[config.mk]
export PLATFORM = sky130hd
export DESIGN_NAME = json_string_unescape_decoder_core_flat
export DESIGN_NICKNAME = d
export VERILOG_FILES = /design/src/hdl/jsu_pkg.sv /design/src/hdl/jsu_if.sv /design/src/hdl/jsu_front.sv /design/src/hdl/jsu_fifo.sv /design/src/hdl/jsu_back.sv /design/src/hdl/json_string_unescape_decoder_core.sv /design/src/flat_wrapper.sv
export SDC_FILE = /design/constraint.sdc
export NUM_CORES = 1
export LEC_CHECK = 0
export BUFFER_PORTS_ARGS = -buffer_cell sky130_fd_sc_hd__buf_2
export CORE_MARGIN = 5
export CORE_UTILIZATION = 55
export DETAILED_ROUTE_END_ITERATION = 8
export PLACE_DENSITY = 0.85
export SYNTH_ARGS = -nofsm -noshare
export SYNTH_HDL_FRONTEND = slang
export SYNTH_SLANG_ARGS = --single-unit
[constraint.sdc]
create_clock -name clk -period 3.1 [get_ports clk]
set_clock_uncertainty 0.15 [all_clocks]
set_input_delay 0.31 -clock clk [delete_from_list [all_inputs] [get_ports clk]]
set_output_delay 0.31 -clock clk [all_outputs]
set_load 0.02 [all_outputs]
[src/hdl/jsu_pkg.sv]
// Shared types, codes and helper functions of the JSON string unescape decoder.
`timescale 1ns / 1ps

package jsu_pkg;

    // Parser phase
    typedef enum logic [1:0] {
        PH_WAIT = 2'd0,
        PH_STR  = 2'd1,
        PH_ESC  = 2'd2,
        PH_HEX  = 2'd3
    } phase_t;

    // Result kinds
    localparam logic [1:0] KIND_DATA = 2'd0;
    localparam logic [1:0] KIND_END  = 2'd1;
    localparam logic [1:0] KIND_ERR  = 2'd2;

    // Error codes
    localparam logic [1:0] ERR_NONE   = 2'd0;
    localparam logic [1:0] ERR_OPEN   = 2'd1;
    localparam logic [1:0] ERR_ESCAPE = 2'd2;
    localparam logic [1:0] ERR_HEX    = 2'd3;

    // Characters
    localparam logic [7:0] CH_QUOTE  = 8'h22;
    localparam logic [7:0] CH_BSLASH = 8'h5c;
    localparam logic [7:0] CH_SLASH  = 8'h2f;
    localparam logic [7:0] CH_B      = 8'h62;
    localparam logic [7:0] CH_F      = 8'h66;
    localparam logic [7:0] CH_N      = 8'h6e;
    localparam logic [7:0] CH_R      = 8'h72;
    localparam logic [7:0] CH_T      = 8'h74;
    localparam logic [7:0] CH_U      = 8'h75;
    localparam logic [7:0] CH_BS     = 8'h08;
    localparam logic [7:0] CH_FF     = 8'h0c;
    localparam logic [7:0] CH_LF     = 8'h0a;
    localparam logic [7:0] CH_CR     = 8'h0d;
    localparam logic [7:0] CH_TAB    = 8'h09;

    // Job queue between front and back
    localparam int FIFO_DEPTH = 4;
    localparam int FIFO_AW    = $clog2(FIFO_DEPTH);

    // One decoded input word: up to three result words
    typedef struct packed {
        logic [1:0] count;   // results to emit, 1..3
        logic [1:0] kind;
        logic [1:0] err;
        logic [7:0] b0;
        logic [7:0] b1;
        logic [7:0] b2;
    } job_t;

    typedef struct packed {
        phase_t     phase;
    } front_stat_t;

    typedef struct packed {
        logic [1:0] idx;
    } back_stat_t;

    typedef struct packed {
        logic       ok;
        logic [3:0] val;
    } hex_t;

    function automatic hex_t hex_value(input logic [7:0] c);
        hex_t h;
        h.ok  = 1'b1;
        h.val = 4'd0;
        if (c inside {[8'h30:8'h39]}) begin
            h.val = c[3:0];
        end
        else if (c inside {[8'h61:8'h66], [8'h41:8'h46]}) begin
            h.val = 4'(c[2:0] + 3'd1) + 4'd8;
        end
        else begin
            h.ok = 1'b0;
        end
        return h;
    endfunction

    // UTF-8 encode of a 16-bit code point
    function automatic job_t encode_utf8(input logic [15:0] cp);
        job_t j;
        j.kind = KIND_DATA;
        j.err  = ERR_NONE;
        j.b1   = 8'd0;
        j.b2   = 8'd0;
        if (cp <= 16'h007f) begin
            j.count = 2'd1;
            j.b0    = {1'b0, cp[6:0]};
        end
        else if (cp <= 16'h07ff) begin
            j.count = 2'd2;
            j.b0    = {3'b110, cp[10:6]};
            j.b1    = {2'b10, cp[5:0]};
        end
        else begin
            j.count = 2'd3;
            j.b0    = {4'b1110, cp[15:12]};
            j.b1    = {2'b10, cp[11:6]};
            j.b2    = {2'b10, cp[5:0]};
        end
        return j;
    endfunction

endpackage

[src/hdl/jsu_if.sv]
// Valid/ready channel interfaces for input and result words.
`timescale 1ns / 1ps

interface jsu_in_if;
    logic       valid;
    logic       ready;
    logic [7:0] in_byte;

    modport source (output valid, output in_byte, input ready);
    modport sink   (input valid, input in_byte, output ready);
endinterface

interface jsu_out_if;
    logic       valid;
    logic       ready;
    logic [1:0] kind;
    logic [7:0] out_byte;
    logic [1:0] err_code;
    logic       last;

    modport source (output valid, output kind, output out_byte, output err_code,
                    output last, input ready);
    modport sink   (input valid, input kind, input out_byte, input err_code,
                    input last, output ready);
endinterface

[src/hdl/jsu_front.sv]
// Front end: accepts raw bytes, tracks the string phase and forms result jobs.
`timescale 1ns / 1ps

module jsu_front
    import jsu_pkg::*;
(
    input  logic         clk,
    input  logic         rst_n,
    jsu_in_if.sink       in_ch,
    input  logic         fifo_full,
    output logic         push,
    output job_t         job,
    output front_stat_t  stat
);

    phase_t      phase_reg, phase_next;
    logic [1:0]  digit_reg, digit_next;
    logic [11:0] accum_reg, accum_next;
    logic        take;
    hex_t        hx;
    logic [15:0] cp;

    assign in_ch.ready = !fifo_full;
    assign take        = in_ch.valid && in_ch.ready;
    assign hx          = hex_value(in_ch.in_byte);
    assign cp          = {accum_reg, hx.val};
    assign stat.phase  = phase_reg;

    // Next state
    always_comb
    begin
        phase_next = phase_reg;
        digit_next = digit_reg;
        accum_next = accum_reg;
        if (take)
        begin
            case (phase_reg)
                PH_WAIT:
                begin
                    if (in_ch.in_byte == CH_QUOTE)
                    begin
                        phase_next = PH_STR;
                    end
                end
                PH_STR:
                begin
                    if (in_ch.in_byte == CH_QUOTE)
                    begin
                        phase_next = PH_WAIT;
                    end
                    else if (in_ch.in_byte == CH_BSLASH)
                    begin
                        phase_next = PH_ESC;
                    end
                end
                PH_ESC:
                begin
                    phase_next = PH_STR;
                    digit_next = 2'd0;
                    accum_next = 12'd0;
                    if (in_ch.in_byte == CH_U)
                    begin
                        phase_next = PH_HEX;
                    end
                    else if (!(in_ch.in_byte inside {CH_QUOTE, CH_BSLASH, CH_SLASH,
                                                       CH_B, CH_F, CH_N, CH_R, CH_T}))
                    begin
                        phase_next = PH_WAIT;
                    end
                end
                PH_HEX:
                begin
                    if (!hx.ok)
                    begin
                        phase_next = PH_WAIT;
                        digit_next = 2'd0;
                        accum_next = 12'd0;
                    end
                    else if (digit_reg != 2'd3)
                    begin
                        accum_next = {accum_reg[7:0], hx.val};
                        digit_next = digit_reg + 2'd1;
                    end
                    else
                    begin
                        phase_next = PH_STR;
                        digit_next = 2'd0;
                        accum_next = 12'd0;
                    end
                end
                default:
                begin
                    phase_next = PH_WAIT;
                end
            endcase
        end
    end

    // Job forming
    always_comb
    begin
        job.count = 2'd0;
        job.kind  = KIND_DATA;
        job.err   = ERR_NONE;
        job.b0    = 8'd0;
        job.b1    = 8'd0;
        job.b2    = 8'd0;
        case (phase_reg)
            PH_WAIT:
            begin
                if (in_ch.in_byte != CH_QUOTE)
                begin
                    job.count = 2'd1;
                    job.kind  = KIND_ERR;
                    job.err   = ERR_OPEN;
                end
            end
            PH_STR:
            begin
                if (in_ch.in_byte == CH_QUOTE)
                begin
                    job.count = 2'd1;
                    job.kind  = KIND_END;
                end
                else if (in_ch.in_byte != CH_BSLASH)
                begin
                    job.count = 2'd1;
                    job.b0    = in_ch.in_byte;
                end
            end
            PH_ESC:
            begin
                job.count = 2'd1;
                case (in_ch.in_byte)
                    CH_QUOTE, CH_BSLASH, CH_SLASH: job.b0 = in_ch.in_byte;
                    CH_B:    job.b0 = CH_BS;
                    CH_F:    job.b0 = CH_FF;
                    CH_N:    job.b0 = CH_LF;
                    CH_R:    job.b0 = CH_CR;
                    CH_T:    job.b0 = CH_TAB;
                    CH_U:    job.count = 2'd0;
                    default:
                    begin
                        job.kind = KIND_ERR;
                        job.err  = ERR_ESCAPE;
                    end
                endcase
            end
            PH_HEX:
            begin
                if (!hx.ok)
                begin
                    job.count = 2'd1;
                    job.kind  = KIND_ERR;
                    job.err   = ERR_HEX;
                end
                else if (digit_reg == 2'd3)
                begin
                    job = encode_utf8(cp);
                end
            end
            default:
            begin
                job.count = 2'd0;
            end
        endcase
    end

    assign push = take && (job.count != 2'd0);

    always_ff @(posedge clk or negedge rst_n)
    begin
        if (!rst_n)
        begin
            phase_reg <= PH_WAIT;
            digit_reg <= 2'd0;
            accum_reg <= 12'd0;
        end
        else
        begin
            phase_reg <= phase_next;
            digit_reg <= digit_next;
            accum_reg <= accum_next;
        end
    end

endmodule

[src/hdl/jsu_fifo.sv]
// Short job queue between the front end and the output sequencer.
`timescale 1ns / 1ps

module jsu_fifo
    import jsu_pkg::*;
(
    input  logic               clk,
    input  logic               rst_n,
    input  logic               push,
    input  job_t               push_job,
    input  logic               pop,
    output job_t               head,
    output logic               head_valid,
    output logic               full,
    output logic [FIFO_AW:0]   count
);

    job_t                mem_reg [FIFO_DEPTH];
    logic [FIFO_AW-1:0]  wptr_reg, wptr_next;
    logic [FIFO_AW-1:0]  rptr_reg, rptr_next;
    logic [FIFO_AW:0]    count_reg, count_next;
    logic                do_pop;

    assign head_valid = (count_reg != '0);
    assign full       = (count_reg == (FIFO_AW+1)'(FIFO_DEPTH));
    assign head       = mem_reg[rptr_reg];
    assign count      = count_reg;
    assign do_pop     = pop && head_valid;

    always_comb
    begin
        wptr_next  = push ? wptr_reg + 1'b1 : wptr_reg;
        rptr_next  = do_pop ? rptr_reg + 1'b1 : rptr_reg;
        count_next = count_reg;
        if (push && !do_pop)
        begin
            count_next = count_reg + 1'b1;
        end
        else if (do_pop && !push)
        begin
            count_next = count_reg - 1'b1;
        end
    end

    always_ff @(posedge clk)
    begin
        if (push)
        begin
            mem_reg[wptr_reg] <= push_job;
        end
    end

    always_ff @(posedge clk or negedge rst_n)
    begin
        if (!rst_n)
        begin
            wptr_reg  <= '0;
            rptr_reg  <= '0;
            count_reg <= '0;
        end
        else
        begin
            wptr_reg  <= wptr_next;
            rptr_reg  <= rptr_next;
            count_reg <= count_next;
        end
    end

endmodule

[src/hdl/jsu_back.sv]
// Back end: steps through the bytes of each job into the output register.
`timescale 1ns / 1ps

module jsu_back
    import jsu_pkg::*;
(
    input  logic         clk,
    input  logic         rst_n,
    input  job_t         head,
    input  logic         head_valid,
    output logic         pop,
    output back_stat_t   stat,
    jsu_out_if.source    out_ch
);

    logic [1:0] idx_reg, idx_next;
    logic       valid_reg, valid_next;
    logic [1:0] kind_reg;
    logic [7:0] byte_reg;
    logic [1:0] err_reg;
    logic       last_reg;
    logic       load;
    logic       is_last;
    logic [7:0] sel_byte;

    assign load    = head_valid && (!valid_reg || out_ch.ready);
    assign is_last = (idx_reg == head.count - 2'd1);
    assign pop     = load && is_last;

    always_comb
    begin
        case (idx_reg)
            2'd0:    sel_byte = head.b0;
            2'd1:    sel_byte = head.b1;
            2'd2:    sel_byte = head.b2;
            default: sel_byte = 8'd0;
        endcase
    end

    always_comb
    begin
        idx_next   = idx_reg;
        valid_next = valid_reg;
        if (load)
        begin
            valid_next = 1'b1;
            idx_next   = is_last ? 2'd0 : idx_reg + 2'd1;
        end
        else if (out_ch.ready)
        begin
            valid_next = 1'b0;
        end
    end

    always_ff @(posedge clk or negedge rst_n)
    begin
        if (!rst_n)
        begin
            idx_reg   <= 2'd0;
            valid_reg <= 1'b0;
        end
        else
        begin
            idx_reg   <= idx_next;
            valid_reg <= valid_next;
        end
    end

    // Payload: no reset
    always_ff @(posedge clk)
    begin
        if (load)
        begin
            kind_reg <= head.kind;
            byte_reg <= sel_byte;
            err_reg  <= head.err;
            last_reg <= is_last;
        end
    end

    assign out_ch.valid    = valid_reg;
    assign out_ch.kind     = kind_reg;
    assign out_ch.out_byte = byte_reg;
    assign out_ch.err_code = err_reg;
    assign out_ch.last     = last_reg;
    assign stat.idx        = idx_reg;

endmodule

[src/hdl/json_string_unescape_decoder_core.sv]
// Top level of the JSON string unescape decoder.
`timescale 1ns / 1ps
//
// Feed one raw byte of a quoted JSON string per input word on in_ch; decoded
// words come out on out_ch with kind (data, end of string, error), out_byte,
// err_code and last, which marks the final word caused by one input byte.
// Both channels use valid/ready; a word moves when both are high.
//
// The front end classifies each byte in the cycle it is accepted and pushes
// a job of one to three result words into a four-entry queue. The back end
// drains the queue one result word per cycle while the receiver is ready
// into an output register. The first result word passes through the queue
// and the output register after its input word is accepted. An input word
// is taken every cycle while the queue has room; plain bytes, simple escapes,
// end and error words sustain one word per cycle. A \uXXXX escape takes six
// input words and gives at most three result words, so the output side keeps
// up with the input; only a stalled receiver slows the input down.
//
// Reset clears the phase to awaiting the opening quote and empties the queue.
// When the receiver stalls, the output word holds, the queue fills, and
// in_ch.ready drops once all four entries are taken.

module json_string_unescape_decoder_core
    import jsu_pkg::*;
(
    input  logic        clk,
    input  logic        rst_n,
    jsu_in_if.sink      in_ch,
    jsu_out_if.source   out_ch
);

    job_t              push_job;
    job_t              head;
    logic              push;
    logic              pop;
    logic              head_valid;
    logic              fifo_full;
    logic [FIFO_AW:0]  fifo_count;
    front_stat_t       fstat;
    back_stat_t        bstat;

    // Classify input bytes and form jobs
    jsu_front u_front (
        .clk       (clk),
        .rst_n     (rst_n),
        .in_ch     (in_ch),
        .fifo_full (fifo_full),
        .push      (push),
        .job       (push_job),
        .stat      (fstat)
    );

    // Decouple front and back
    jsu_fifo u_fifo (
        .clk        (clk),
        .rst_n      (rst_n),
        .push       (push),
        .push_job   (push_job),
        .pop        (pop),
        .head       (head),
        .head_valid (head_valid),
        .full       (fifo_full),
        .count      (fifo_count)
    );

    // Serialize jobs into result words
    jsu_back u_back (
        .clk        (clk),
        .rst_n      (rst_n),
        .head       (head),
        .head_valid (head_valid),
        .pop        (pop),
        .stat       (bstat),
        .out_ch     (out_ch)
    );

    // A partly emitted job must still sit at the queue head
    a_idx_has_job: assert property (@(posedge clk) disable iff (!rst_n)
        (bstat.idx != 2'd0) |-> head_valid)
        else $error("sequencer mid-job with empty queue");

    // Queue occupancy stays within its depth
    a_fifo_bound: assert property (@(posedge clk) disable iff (!rst_n)
        fifo_count <= (FIFO_AW+1)'(FIFO_DEPTH))
        else $error("job queue overflow");

    // End and error words are always the final word of their input byte
    a_single_last: assert property (@(posedge clk) disable iff (!rst_n)
        (out_ch.valid && (out_ch.kind != KIND_DATA)) |-> out_ch.last)
        else $error("end or error word without last");

    // A stray byte before the opening quote must queue an error job
    a_open_err: assert property (@(posedge clk) disable iff (!rst_n)
        (in_ch.valid && in_ch.ready && (fstat.phase == PH_WAIT) &&
         (in_ch.in_byte != CH_QUOTE)) |=> (fifo_count != '0))
        else $error("missing opening quote produced no job");

endmodule
[src/flat_wrapper.sv]
// flat-port wrapper written by rule: the top's interface ports become plain ports
module json_string_unescape_decoder_core_flat import jsu_pkg::*;
  (clk, rst_n, in_ch_valid, in_ch_in_byte, in_ch_ready, out_ch_valid, out_ch_kind, out_ch_out_byte, out_ch_err_code, out_ch_last, out_ch_ready);
  jsu_in_if in_ch_i ();
  jsu_out_if out_ch_i ();
  input  logic clk;
  input  logic rst_n;
  input wire logic [$bits(in_ch_i.valid)-1:0] in_ch_valid;
  input wire logic [$bits(in_ch_i.in_byte)-1:0] in_ch_in_byte;
  output wire logic [$bits(in_ch_i.ready)-1:0] in_ch_ready;
  output wire logic [$bits(out_ch_i.valid)-1:0] out_ch_valid;
  output wire logic [$bits(out_ch_i.kind)-1:0] out_ch_kind;
  output wire logic [$bits(out_ch_i.out_byte)-1:0] out_ch_out_byte;
  output wire logic [$bits(out_ch_i.err_code)-1:0] out_ch_err_code;
  output wire logic [$bits(out_ch_i.last)-1:0] out_ch_last;
  input wire logic [$bits(out_ch_i.ready)-1:0] out_ch_ready;
  assign in_ch_i.valid = in_ch_valid;
  assign in_ch_i.in_byte = in_ch_in_byte;
  assign in_ch_ready = in_ch_i.ready;
  assign out_ch_valid = out_ch_i.valid;
  assign out_ch_kind = out_ch_i.kind;
  assign out_ch_out_byte = out_ch_i.out_byte;
  assign out_ch_err_code = out_ch_i.err_code;
  assign out_ch_last = out_ch_i.last;
  assign out_ch_i.ready = out_ch_ready;
  json_string_unescape_decoder_core u_core (.clk(clk), .rst_n(rst_n), .in_ch(in_ch_i), .out_ch(out_ch_i));
endmodule
# == After elaboration in Yosys (flattened, before gate mapping) ==
# Memory sizes are Yosys's and may differ from the RTL's.
# Cells that the tools add are included.
# W data, S select, Z words.
# classes
add_sub_neg,9
order_cmp,8
eq_ne,23
muxes,48
reduce_logical,28
# ops
cell,count
$eq A8 B7 Y1 const B,7
$pmux W8 S3,2
$pmux W8 S6,1
$mux W16,2
$mux W8,4
$mux W30,1
$mux W12,2
$mux W24,1
$pmux W12 S2,1
$mux W2,11
$eq A8 B6 Y1 const B,2
$ge A8 B7 Y1 const B,2
$le A16 B11 Y1 const B,1
$le A16 B7 Y1 const B,1
$le A8 B7 Y1 const B,2
$pmux W4 S4,1
$mux W14,1
$mux W4,3
$mux W1,11
$logic_and A1 B1 Y1,10
$reduce_bool A2 Y1,5
$reduce_or A9 Y1,1
$add A2 B1 Y2 const B,4
$eq A2 B2 Y1 const B,4
other kinds (28),36
# totals
reg_bits,39
ram_bits,120
in_bits,12
out_inout_bits,15
wordCells,129
n_memories,1
# memory_table
memory,depth,width,rd,rd_ports_with_merged_regs,write_ports,line_no,rtl
u_core.u_fifo.mem_reg,4,30,1,0,1,jsu_fifo.sv:18,job_t mem_reg [FIFO_DEPTH];

# == Logic depth before layout (Yosys ltp) ==
# Gate-level depths: netlist of the first run.
# depth
ltp_word,17
depth_mapped,13
depth_no_buf,12

# == Hierarchy ==
# Synthesis of the first run repeated with hierarchy kept, for this count alone.
# unflattened
hier_cells,449
area_unflattened_um2,7054.3
# modules_own_cells
module,instances,cells_per_inst,area_each_um2,seq_area_each_um2
jsu_fifo,1,191,4765.8,3778.6
jsu_front,1,203,1555.2,400.4
jsu_back,1,55,733.2,465.4

# == Worst setup path before layout of the first run ==
# Ideal clock, no wire load.
# synth_timing
path_kind,input-to-reg
from,input port in_ch_in_byte[0]
to,"register u_core.u_fifo.count_reg[2], in the netlist u_core.u_fifo.count[2]"
setup_time_ps,79
arrival_ps,2951
required_time_ps,2871
slack_ps,-80
cell_stages,13
n_path_buf,1
path_cell_list,inv_1 > ha_1 > or3b_1 > and3_1 > buf_6 > o31a_1 > a31oi_4 > ha_1 > inv_1 > fa_1 > xor2_1 > nor2_1 > xor2_1
# synth_between
elab_chain_len,16
word_cells_on_any_way,38
cone_classes,2 x add/sub; 8 x order compare; 4 x eq/ne; 14 x mux; 10 x reduce/logical
# synth_lines
item,line_no,rtl
"start, declared",flat_wrapper.sv:9,input wire logic [$bits(in_ch_i.in_byte)-1:0] in_ch_in_byte;
branches (longest 10 deep; another with $le A16 B11 Y1),n/a,
$pmux W4 S4 (*),jsu_front.sv:108,case (phase_reg)
$reduce_bool A2 Y1 (*),jsu_front.sv:169,assign push = take && (job.count != 2'd0);
$logic_and A1 B1 Y1 (*),jsu_front.sv:169,
net u_core.push,json_string_unescape_decoder_core.sv:34,logic push;
$logic_not A1 Y1,jsu_fifo.sv:39,else if (do_pop && !push)
$logic_and A1 B1 Y1,jsu_fifo.sv:39,
$reduce_bool A2 Y1 (no source line),n/a,
"end signal, assigned",jsu_fifo.sv:65,count_reg <= count_next;
"end, declared",jsu_fifo.sv:21,"logic [FIFO_AW:0] count_reg, count_next;"
# Mark *: on every way through the listed nets, which the timed path passes.
# A chain may end at the register's enable or synchronous reset.

# == Final worst setup path of the first run ==
# layout_timing
from,register u_core.u_front.accum_reg[5]
to,"register u_core.u_fifo.count_reg[2], in the netlist u_core.u_fifo.count[2]"
# layout_between
elab_chain_len,11
word_cells_on_any_way,14
cone_classes,2 x order compare; 6 x mux; 6 x reduce/logical
# layout_lines
item,line_no,rtl
"start, declared",jsu_front.sv:18,"logic [11:0] accum_reg, accum_next;"
"start signal, assigned",jsu_front.sv:183,accum_reg <= accum_next;
$le A16 B11 Y1,jsu_pkg.sv:95,else if (cp <= 16'h07ff) begin
$mux W1,jsu_pkg.sv:95,
$mux W2 (*),jsu_pkg.sv:91,if (cp <= 16'h007f) begin
$mux W30 (*),jsu_front.sv:157,else if (digit_reg == 2'd3)
$mux W6 (*),jsu_front.sv:151,if (!hx.ok)
$pmux W4 S4 (*),jsu_front.sv:108,
$reduce_bool A2 Y1 (*),jsu_front.sv:169,
$logic_and A1 B1 Y1 (*),jsu_front.sv:169,
net u_core.push,json_string_unescape_decoder_core.sv:34,
$logic_not A1 Y1,jsu_fifo.sv:39,
$logic_and A1 B1 Y1,jsu_fifo.sv:39,
$reduce_bool A2 Y1 (no source line),n/a,
# Mark *: on every way through the listed nets, which the timed path passes. The rest lies on a longest branch.

==> reports/results.txt, run 1 <==
The flow ran to the end, and the final reports show no timing, DRC or antenna violations. In this run the tool buffered the top-level ports with 26 buffer cells. The number of antenna violations at the first check in global routing was 0; the global placer's final weighted congestion was 0.9543. The clock buffer count from CTS is 17, and the detailed-placement wirelength estimate is 9.018 mm. The maximum fanout along the worst path was 5; the power per cell area was 900.3 nW/um2. Summed over all layers, the routed wires come to 14.37 mm.

Net switching is 29.82% of the power. The area of the mapped netlist is 6664 um2. The total design power is 0.007024 W, and the slew at the pin closest to its max-slew limit is 718.5 ps.

In the final layout, the share of cells above drive strength 1 is 25.30%. Counting stages on the worst path, the most repeated cell is xor2_1. Dividing the detail-routed wire length by the instance count gives 22.00 um.

In this run the mean area of a mapped cell was 15.35 um2. The floorplan step defined a die boundary enclosing 14,420 um2. After detailed routing, the number of vias per cell comes to 6.257. Combinational cells account for 29.2% of the total power. TritonCTS built the clock tree.

The register with the most flip-flops in the layout has 112 of them. In this run the core area contains 40 standard-cell rows. At the end of the flow, the number of nets in the layout was 520. The number of max-slew violations in the final report is 0. In this run, synthesis produced a sequential element count of 151.

Family with the most delay on the worst path: simple AND/OR/NAND/NOR gates. The synthesized design spends more area on one cell type than any other, namely edfxtp_1. The logs give 0 for the final antenna-violating net count and 574.3 uV for the worst vdd rail ir drop.

The critical path endpoint category is a flip-flop. The via count of the first global-routing pass is 4,144, and the leakage power of the design is 2.853 nW. The share of the clock period used by the worst path after layout is 95.66%, and the switching power is 0.002094 W. CTS saw 151 sinks. The total of warnings raised by yosys is 0, and the number of library cell types mapped by synthesis is 67.

Synthesis produced 434 cells. Data on the critical path is required at its endpoint by 3290 ps. For the total grt overflow, the log shows 0. Ranked by total cell area, the synthesized netlist is headed by edfxtp_1, dfrtp_1, mux4_2. By count the netlist is led by edfxtp_1, nand2_1, mux4_2. The die is 120.1 um tall.

The initial utilization of the core area, before any placement, comes to 55.71%. The tools report the length of the first detailed-routing pass in iterations as 5. The repair_antennas step left the layout with diodes totalling 0. Counting flops with a built-in enable in the synthesized netlist gives 125.

The critical path is of the flip-flop to flip-flop type. The worst setup path is launched from a flip-flop. Top-area cell type share of the netlist area: 56.33%. The post-layout instance count excluding filler cells was 653; the total global-route track usage was 20.92%.

The number of hold violations in the final report was 0. The tools report the proportion of power drawn by the clock network as 28.8%. The highest cell delay on the worst timing path was 540 ps; the worst path arrival time was 3150 ps.

The logs give 27 for the I/O pin count and 2145 um2 for the multi-input gate area in the final layout. The worst-case setup slack after placement is -5.747 ps, and the total area of sequential cells is 4405 um2. The run gives 0 as the total of endpoints with negative setup slack in the final report.

Based on the critical path, the design can be clocked at up to 337.2 MHz. The number of setup buffers added after CTS is 0. Traced cell by cell, the critical path runs through or4_4, a31oi_2, a211oi_1, buf_4, a31oi_4, ha_2, inv_1, fa_1, xor2_1, nor2_1, xor2_1.

Number of placed instances, taps included: 619. The tightest min-delay check is of the input pin to flip-flop type. The routed design could run at a clock period as short as 2966 ps. The signed area change from the synthesized netlist to the final layout is 17.07%. Sequential cells account for 42.0% of the total power. The internal portion of the total power is 0.004929 W.

The pin count of the biggest net entering global routing was 30. Global-route wire length before repair: 22.74 mm. Setup repair after global routing left no endpoint under its margin.

In this run the deepest clock path goes through 2 buffers. Together, buffers and inverters on the worst path number 2. For the worst-skew pair, the clock arrives at the later sink with an insertion delay of 410 ps.

After floorplanning, the core was sized to cover 11,960 um2. The tool flagged a number of max-cap violations equal to 0. Worst-path cell with the longest stage delay: or4_4. The first routing iteration left 469 violations. The H-tree was split into 4 levels. The tree is rooted in a clkbuf_16.

The tools report the fill cell instance count of the final layout as 782. Clock-pin slew was measured on the worst setup and hold paths at 60 ps. The post-synthesis sequential area ratio is 66.09%, and the total via count in the routed design is 4,086. After detailed routing, the number of remaining DRC violations is 0. The worst path meets setup with 134.4 ps of slack. The number of nets handed over by synthesis was 461.

The leading cell type by number of instances after synthesis is edfxtp_1. Dominant synthesized flop cell: edfxtp_1. Headroom to the max-slew limit came out at 51.70%. The share of synthesized registers carrying an async set or reset is 17.22%.

The overall die width works out to 120.1 um.
final timing paths:
check	from	end	slack, ps	cells past startpoint
worst max-delay path	u_core.u_front.accum_reg[5]	u_core.u_fifo.count[2]	130	11
worst min-delay path	in_ch_in_byte[0]	u_core.u_fifo.mem_reg[3][16]	200	2
max in group asynchronous	rst_n	u_core.u_fifo.rptr_reg[0]	2030	2
worst min register to register	u_core.u_fifo.count[2]	u_core.u_fifo.count[2]	340	1
worst max register to register	u_core.u_front.accum_reg[5]	u_core.u_fifo.count[2]	130	11
min in group asynchronous	rst_n	u_core.u_back.stat[0]	310	2
through the flow:
stage / hold WS (ps) / util (%) / area (um2) / TNS, ps
6_report: 201.9 / 65.22 / 7801 / 0
5_1_grt: 209.1 / 65.22 / 7801 / 0
4_1_cts: 188.9 / 65.14 / 7791 / 0
3_5_place_dp: 212.9 / 60.07 / 7186 / -5.747
3_3_place_gp: 217.9 / 60.07 / 7186 / 0
2_1_floorplan: -135.6 / - / 6681 / -11.24
power groups by stage:
stage	Combinational, W	Clock, W	Sequential [W]
2_1_floorplan	0.00129	0	0.00305
3_3_place_gp	0.00197	0	0.00294
3_5_place_dp	0.00203	0	0.00298
4_1_cts	0.00207	0.00204	0.00295
5_1_grt	0.00221	0.00212	0.00299
6_report	0.00205	0.00202	0.00295
per-layer routing:
metal | share of wire (%) | vias to the layer above | track usage [%] | wire [um]
met5 | 0 | - | 0 | 0
met1 | 40 | 2030 | 28.06 | 5717
met3 | 7.6 | 36 | 4.571 | 1085
li1 | - | 1815 | - | -
met4 | 2.4 | 0 | 7.874 | 341
met2 | 50 | 205 | 33.79 | 7224
worst reg2reg max path, stage by stage, from the launching register on:
cell      delay, ps
dfrtp_1         430
or4_4           540
a31oi_2         240
a211oi_1         70
buf_4           160
a31oi_4         170
ha_2            210
inv_1            70
fa_1            440
xor2_1          170
nor2_1          110
xor2_1          150
placed cells by master, fill, tap and decap left out, types with 5 or more instances in the layout:
cell	instances
nand2b_1	5
a211oi_1	5
and2_1	9
dfrtp_1	25
mux4_2	27
a22o_1	7
nor2b_1	5
clkbuf_16	17
nand2_1	31
buf_4	24
a31oi_1	5
xnor2_1	5
buf_2	26
o21ai_0	18
a21oi_1	20
a22oi_1	8
nor2_1	18
nand3_1	7
inv_1	18
ha_1	11
edfxtp_1	125
final cells by class:
cell class                      instances  area share [%]
Sequential cell                       151           56.47
Multi-Input combinational cell        248           27.49
Timing Repair Buffer                   56           5.261
Inverter                               19          0.9142
Clock buffer                           18           5.501
Clock inverter                         14           2.005
Tap cell                              147           2.358
kinds of logic (layout without fill, tap and decap cells):
group | count (synthesis) | count (layout) | share of synthesized area (%)
and+or+nand+nor | 103 | 103 | 8.599
buffers and inverters | 35 | 107 | 2.197
AOI/OAI and AO/OA | 90 | 90 | 9.163
muxes | 32 | 32 | 9.970
DFF | 151 | 151 | 66.09
adders and majority gates | 15 | 15 | 2.929
xor gates and xnor gates | 8 | 8 | 1.051
repair_timing:
item                                    CTS  global route
hold buffers                              2             0
endpoints found under the hold margin    27             0
resized for setup                         0             2
endpoints found under the setup margin    0             1
(Power assumes the default switching activity.)
==> run 2: changes to the inputs <==
- CELL_PAD_IN_SITES_DETAIL_PLACEMENT: default -> 0
- CELL_PAD_IN_SITES_GLOBAL_PLACEMENT: default -> 1
- CORE_UTILIZATION: 55 -> 47
- PLACE_DENSITY: 0.85 -> default
- PLACE_DENSITY_LB_ADDON: default -> 0.12
==> reports/results.txt, run 2 (same netlist as run 1, synthesis figures left out) <==
The run finished with clean final reports. The count of nets left with antenna violations once routing finished came out at 0. Timing would allow up to 339.0 MHz.

The critical path required time is 3280 ps. The clock sink total was 151. Class of the most critical setup path: flip-flop to flip-flop.

Counting along the longest clock path gives a buffer depth of 2. The register with the most flip-flops in the layout has 112 of them. The tools report the number of antenna violations at the first check in global routing as 0. IR analysis of the VDD net gives a maximum drop of 419.0 uV. For the finished layout, the period the worst path requires is 2950 ps. The worst setup path is captured at a flip-flop.

Global routing used 17.94% of the available tracks. The tools report the clock buffer count from CTS as 17. Post-CTS timing repair inserted 0 buffers for setup. After routing the design area is 7883 um2.

On the final layout, the worst hold slack is 196.1 ps. TritonCTS built the clock tree. The maximum fanout along the worst path was 2. The floorplan has 43 rows. For this run, the detailed router's first-pass iteration total came to 5. The logs give 27 for the I/O pin count and 0.9378 for the global placer's final weighted congestion. The total via count in the routed design is 3,999, and the pin count of the biggest net entering global routing is 30. The die covers 16,660 um2.

Excluding fillers, the count of instances in the completed layout stands at 693. The tree is rooted in a clkbuf_16. Routed length per placed instance: 20.20 um. For this configuration, the core starts out at a cell density of 48.01%.

Walking the worst path, the cells encountered are or4_1, a31oi_1, a211oi_1, buf_4, a31oi_4, ha_2, inv_1, fa_1, xor2_1, nor2_1, xor2_1. The top cell types in the final layout, fill and taps aside, are edfxtp_1, nand2_1, buf_4, mux4_2, buf_2. The first global-routing pass estimated 22.50 mm of wire. For this design the ratio of total power to cell area is 878.9 nW/um2.

After detailed placement, the design holds a cell count of 659. The area growth from synthesis to layout is 18.29%. The logs give 410 ps for the clock insertion delay at the later pin of the skew report and 527 for the final-stage net count.

The share of post-route cells with drive strength above 1 is 26.71%, and the total wirelength of the detailed-routed design is 14.00 mm. At the pin with the least slew margin, the transition time is 710.5 ps. Dividing the detail-routed via count by the number of cells gives 5.771. The worst setup path is launched from a flip-flop. The tools report the detailed-placement wirelength estimate as 9.508 mm.

The overall die width was 129.1 um; the number of cell instances on the worst register-to-register path was 11. The worst hold path cell count came out at 2. The final critical path takes up 95.17% of the cycle. The largest single stage delay on the critical path is 580 ps.

The first routing iteration left 342 violations. The worst-path cell with the longest stage delay is or4_1. The critical path's most frequent cell is xor2_1. From bottom edge to top edge, the die measures 129.1 um.

Setup repair after global routing left no endpoint under its margin. Setup violations remaining at the end of the flow were counted as 0. The logs give 4,023 for the via count of the first global-routing pass and 0 for the remaining routing DRC violations. The logs give 3130 ps for the worst path arrival time and 4 for the number of H-tree levels. The total grt overflow was 0; the number of buffer cells added on primary ports was 26. The number of antenna diodes in the final layout is 0. The number of max-slew violations in the final report is 0, and the share of the core filled with cells is 56.79%. Post-CTS repair changed the size of 0 cells. The most common cell after layout, fill and taps aside was edfxtp_1. The cell area after placement is 7279 um2. The tightest min-delay check is of the input pin to flip-flop type. Clock-pin slew was measured on the worst setup and hold paths at 60 ps. The number of hold violations in the final report is 0, and the worst-case headroom to the max-slew limit is 52.63%. The number of buffers inserted for hold repair after clock tree synthesis is 2, and the leakage power of the design is 2.896 nW. The core region is 13,880 um2. Max-cap violations in this run came to 0.
run 2: cell type report:
cell class / count / area (um2)
fillers: 1141 / 5998
flip-flops and latches: 151 / 4405
multi-input cells: 248 / 2135
clock buffers: 23 / 520.5
repair buffers: 63 / 462.9
well taps: 180 / 225.2
inverters: 19 / 71.32
clock inverters: 9 / 62.56
run 2: worst paths after layout:
kind	from	end	slack, ps
setup / recovery	u_core.u_front.accum_reg[4]	u_core.u_fifo.count[2]	150
hold / removal	in_ch_in_byte[0]	u_core.u_fifo.mem_reg[0][16]	200
setup reg to reg	u_core.u_front.accum_reg[4]	u_core.u_fifo.count[2]	150
hold reg to reg	u_core.u_front.digit_reg[1]	u_core.u_front.digit_reg[1]	340
max in group asynchronous	rst_n	u_core.u_fifo.rptr_reg[0]	1960
min in group asynchronous	rst_n	u_core.u_front.accum_reg[0]	330
run 2: worst max-delay path: cells and delay by family, from the launching register on:
family,cells,cell delay (ps)
AO/OA/AOI/OAI,3,480
XOR/XNOR,2,330
adder cells (fa/ha/maj),2,640
buffers and inverters,2,210
flip-flops,1,370
AND/OR/NAND/NOR,2,690
run 2: through the flow:
stage,TNS [ps],power [W],setup slack (ps)
2_1_floorplan,-11.24,0.004346,-11.24
3_3_place_gp,0,0.005003,60.79
3_5_place_dp,-33.94,0.005047,-33.94
4_1_cts,0,0.007012,131.0
5_1_grt,0,0.007279,19.29
6_report,0,0.006928,149.8
run 2: where the power goes:
| part | switching (W) | total (W) | leakage [nW] | internal [W] |
|---|---|---|---|---|
| Clock | 0.000776 | 0.00196 | 0.290 | 0.00118 |
| Sequential | 0.000146 | 0.00292 | 1.51 | 0.00278 |
| Combinational | 0.00114 | 0.00205 | 1.10 | 0.000907 |
run 2: routing by layer:
metal  wire (um)  share of wire (%)  vias to the layer above  global-route usage [%]
li1            -                  -                     1825                       -
met1        6533                 47                     2064                   25.42
met2        6772                 48                       98                   28.57
met3         560                4.0                       12                   4.122
met4         131               0.94                        0                   4.262
met5           0                  0                        -                       0
==> run 3: changes to the inputs <==
- RECOVER_POWER: default -> 25
==> reports/results.txt, run 3 (same netlist as run 1, synthesis figures left out) <==
The relative contribution of sequential cells to total power came out at 42.5%. Row generation in the floorplan step produced 43 rows. At the later pin of the worst-skew pair, clock insertion delay measures 410 ps. The critical path is of the flip-flop to flip-flop type.

I/O pin count: 27. The start of the worst register-to-register path was u_core.u_front.accum_reg[4]. Entering global routing, the biggest net connects 30 pins. The worst pin sits at a relative slew slack of -13.06%. The clock sink total was 151.

In this run the static leakage power is 2.826 nW. The startpoint identified for the worst hold timing path is in_ch_in_byte[0]. The tools report the critical path endpoint category as a flip-flop.

For this run, design rule violations remaining after detail routing come to 0. Of the total power, the clock network draws 28.5%. The tools report the total wirelength of the detailed-routed design as 14.04 mm. The run gives 4404 um2 as the total area of sequential cells.

Setup repair after global routing left no endpoint under its margin. The number of antenna violations at the first check in global routing came out at 0. The number of placed instances, taps included is 659. The clock buffer count from CTS is 17, and the slew at the pin closest to its max-slew limit is 1696 ps.

The initial utilization of the core area, before any placement, comes to 48.01%. The largest single stage delay on the critical path is 580 ps. Buffers placed on the I/O ports in this run total 26. 0 antenna diodes ended up in the layout. Global routing used 17.94% of the available tracks. The min-delay analysis places its worst path in the category input pin to flip-flop.

Maximum fanout along the worst path: 2. The overall die width is 129.1 um. Leaving out fill and tap cells, the most frequent cell in the layout is edfxtp_1.

The signal on the critical path passes through or4_1, a31oi_1, a211oi_1, buf_4, a31oi_4, ha_2, inv_1, fa_1, xor2_1, nor2_1, xor2_1. The starting DRC count in detailed routing is 381, and the routed length per placed instance is 20.26 um. The via count of the first global-routing pass was 4,023.

The run gives 0.9378 as the global placer's final weighted congestion. The worst-path cell with the longest stage delay was or4_1. The detailed-placement wirelength estimate was 9.508 mm.

In the layout the commonest cells are edfxtp_1, nand2_1, mux4_2, dfrtp_1. The setup total negative slack was 0 ps; the post-layout instance count excluding filler cells was 693. The detailed router placed 4,005 vias in this run. Number of flip-flops in the largest register: 112. The power per cell area came out at 878.7 nW/um2. Setup violations remaining at the end of the flow were counted as 0. The first TritonRoute pass finished after 5 iterations. Data on the critical path is required at its endpoint by 3280 ps. The run gives 419.2 uV as the worst vdd rail ir drop. The total design power is 0.006879 W. The run gives 338.9 MHz as the peak clock frequency supported by timing. The die extent in y is 129.1 um. The mean number of vias per cell was 5.779. Switching power: 0.002059 W. The flow ran to the end, but the final reports show violations. For the final-stage net count, the log shows 527. After detailed placement, the total cell area comes to 7279 um2. Clock tree root buffer cell: clkbuf_16. The routed design could run at a clock period as short as 2950 ps. The internal portion of the total power is 0.004820 W. The first global-routing pass estimated 22.50 mm of wire. With fillers left out, the area of the finished cells amounts to 7829 um2. Relative to the synthesized area, the layout overhead comes to 17.48%. The number of hold violations in the final report was 0; the multi-input gate area in the final layout was 2128 um2. The number of maximum-capacitance constraint violations was 1. For the total grt overflow, the log shows 0. The H-tree was split into 4 levels. Hold is met by 284.6 ps.

The tools report the clock tree buffer depth as 2. The share of total power dissipated in combinational logic is 29.0%. Source of the critical timing path: u_core.u_front.accum_reg[4]. The final reports fail on max-capacitance violations, max-slew violations. The element type at the critical path start is a flip-flop. The layout has 1,160 filler cells. The tools report the placeable core region as 13,880 um2. Counting stages on the worst path, the most repeated cell is xor2_1.

The switching power share of the total works out to 29.93%. TritonCTS built the clock tree. The share of post-route cells with drive strength above 1 was 21.44%; the clock-pin slew on the worst setup and hold paths was 60 ps.

The die covers 16,660 um2. The share of the clock period used by the worst path after layout is 95.18%. Once detail routing completed, the nets flagged for antenna violations numbered 0. Data on the critical path arrives at its endpoint at 3130 ps. The number of max-slew violations in the final report is 27.
[run 3: cell types whose count changed in the layout (fill, tap and decap cells not counted), sizes merged]
cell	previous run	this run
clkbuf	23	47
buf	61	37
[run 3: metrics by stage]
step           setup slack (ps)  util [%]
6_report                  149.5     56.40
5_1_grt                   19.29     56.40
4_1_cts                   131.0     56.79
3_5_place_dp             -33.94     52.44
3_3_place_gp              60.79     52.44
2_1_floorplan            -11.24         -
[run 3: power by group through the flow]
stage               clock network, W  logic (W)  registers [W]
finish                       0.00196    0.00200        0.00292
global route                 0.00208    0.00219        0.00297
CTS                          0.00199    0.00209        0.00293
detailed placement                 0    0.00208        0.00297
global placement                   0    0.00206        0.00295
floorplan                          0    0.00129        0.00305
[run 3: final cells by class]
| type | instances | share of cell area [%] |
|---|---|---|
| inverters | 19 | 0.9110 |
| clock buffers | 23 | 6.649 |
| clock inverters | 9 | 0.7991 |
| well taps | 180 | 2.877 |
| repair buffers | 63 | 5.322 |
| multi-input cells | 248 | 27.19 |
| flip-flops and latches | 151 | 56.26 |
[run 3: worst max-delay path, delay by kind of cell (launching register included)]
kind                     cells  cell delay (ps)
flip-flops                   1              370
XOR/XNOR                     2              330
AO/OA/AOI/OAI                3              490
AND/OR/NAND/NOR              2              690
adder cells (fa/ha/maj)      2              640
buffers and inverters        2              210
[run 3: repair_timing]
action,CTS,global route
buffers inserted,0,0
gates resized for setup,0,0
hold endpoints to repair,27,0
hold buffers,2,0
[run 3: final timing paths]
| kind | end | slack, ps | cells past startpoint |
|---|---|---|---|
| setup / recovery | u_core.u_fifo.count[2] | 150 | 11 |
| hold / removal | u_core.u_fifo.mem_reg[0][16] | 280 | 2 |
| setup reg to reg | u_core.u_fifo.count[2] | 150 | 11 |
| hold reg to reg | u_core.u_front.digit_reg[1] | 340 | 2 |
| max in group asynchronous | u_core.u_front.digit_reg[0] | 1090 | 2 |
| min in group asynchronous | u_core.u_front.accum_reg[0] | 730 | 2 |
[run 3: per-layer routing]
layer / vias to the layer above / track usage, % / share of wire [%]
met5: - / 0 / 0
met3: 10 / 4.122 / 4.3
met2: 101 / 28.57 / 48
li1: 1826 / - / -
met1: 2068 / 25.42 / 47
met4: 0 / 4.262 / 0.86
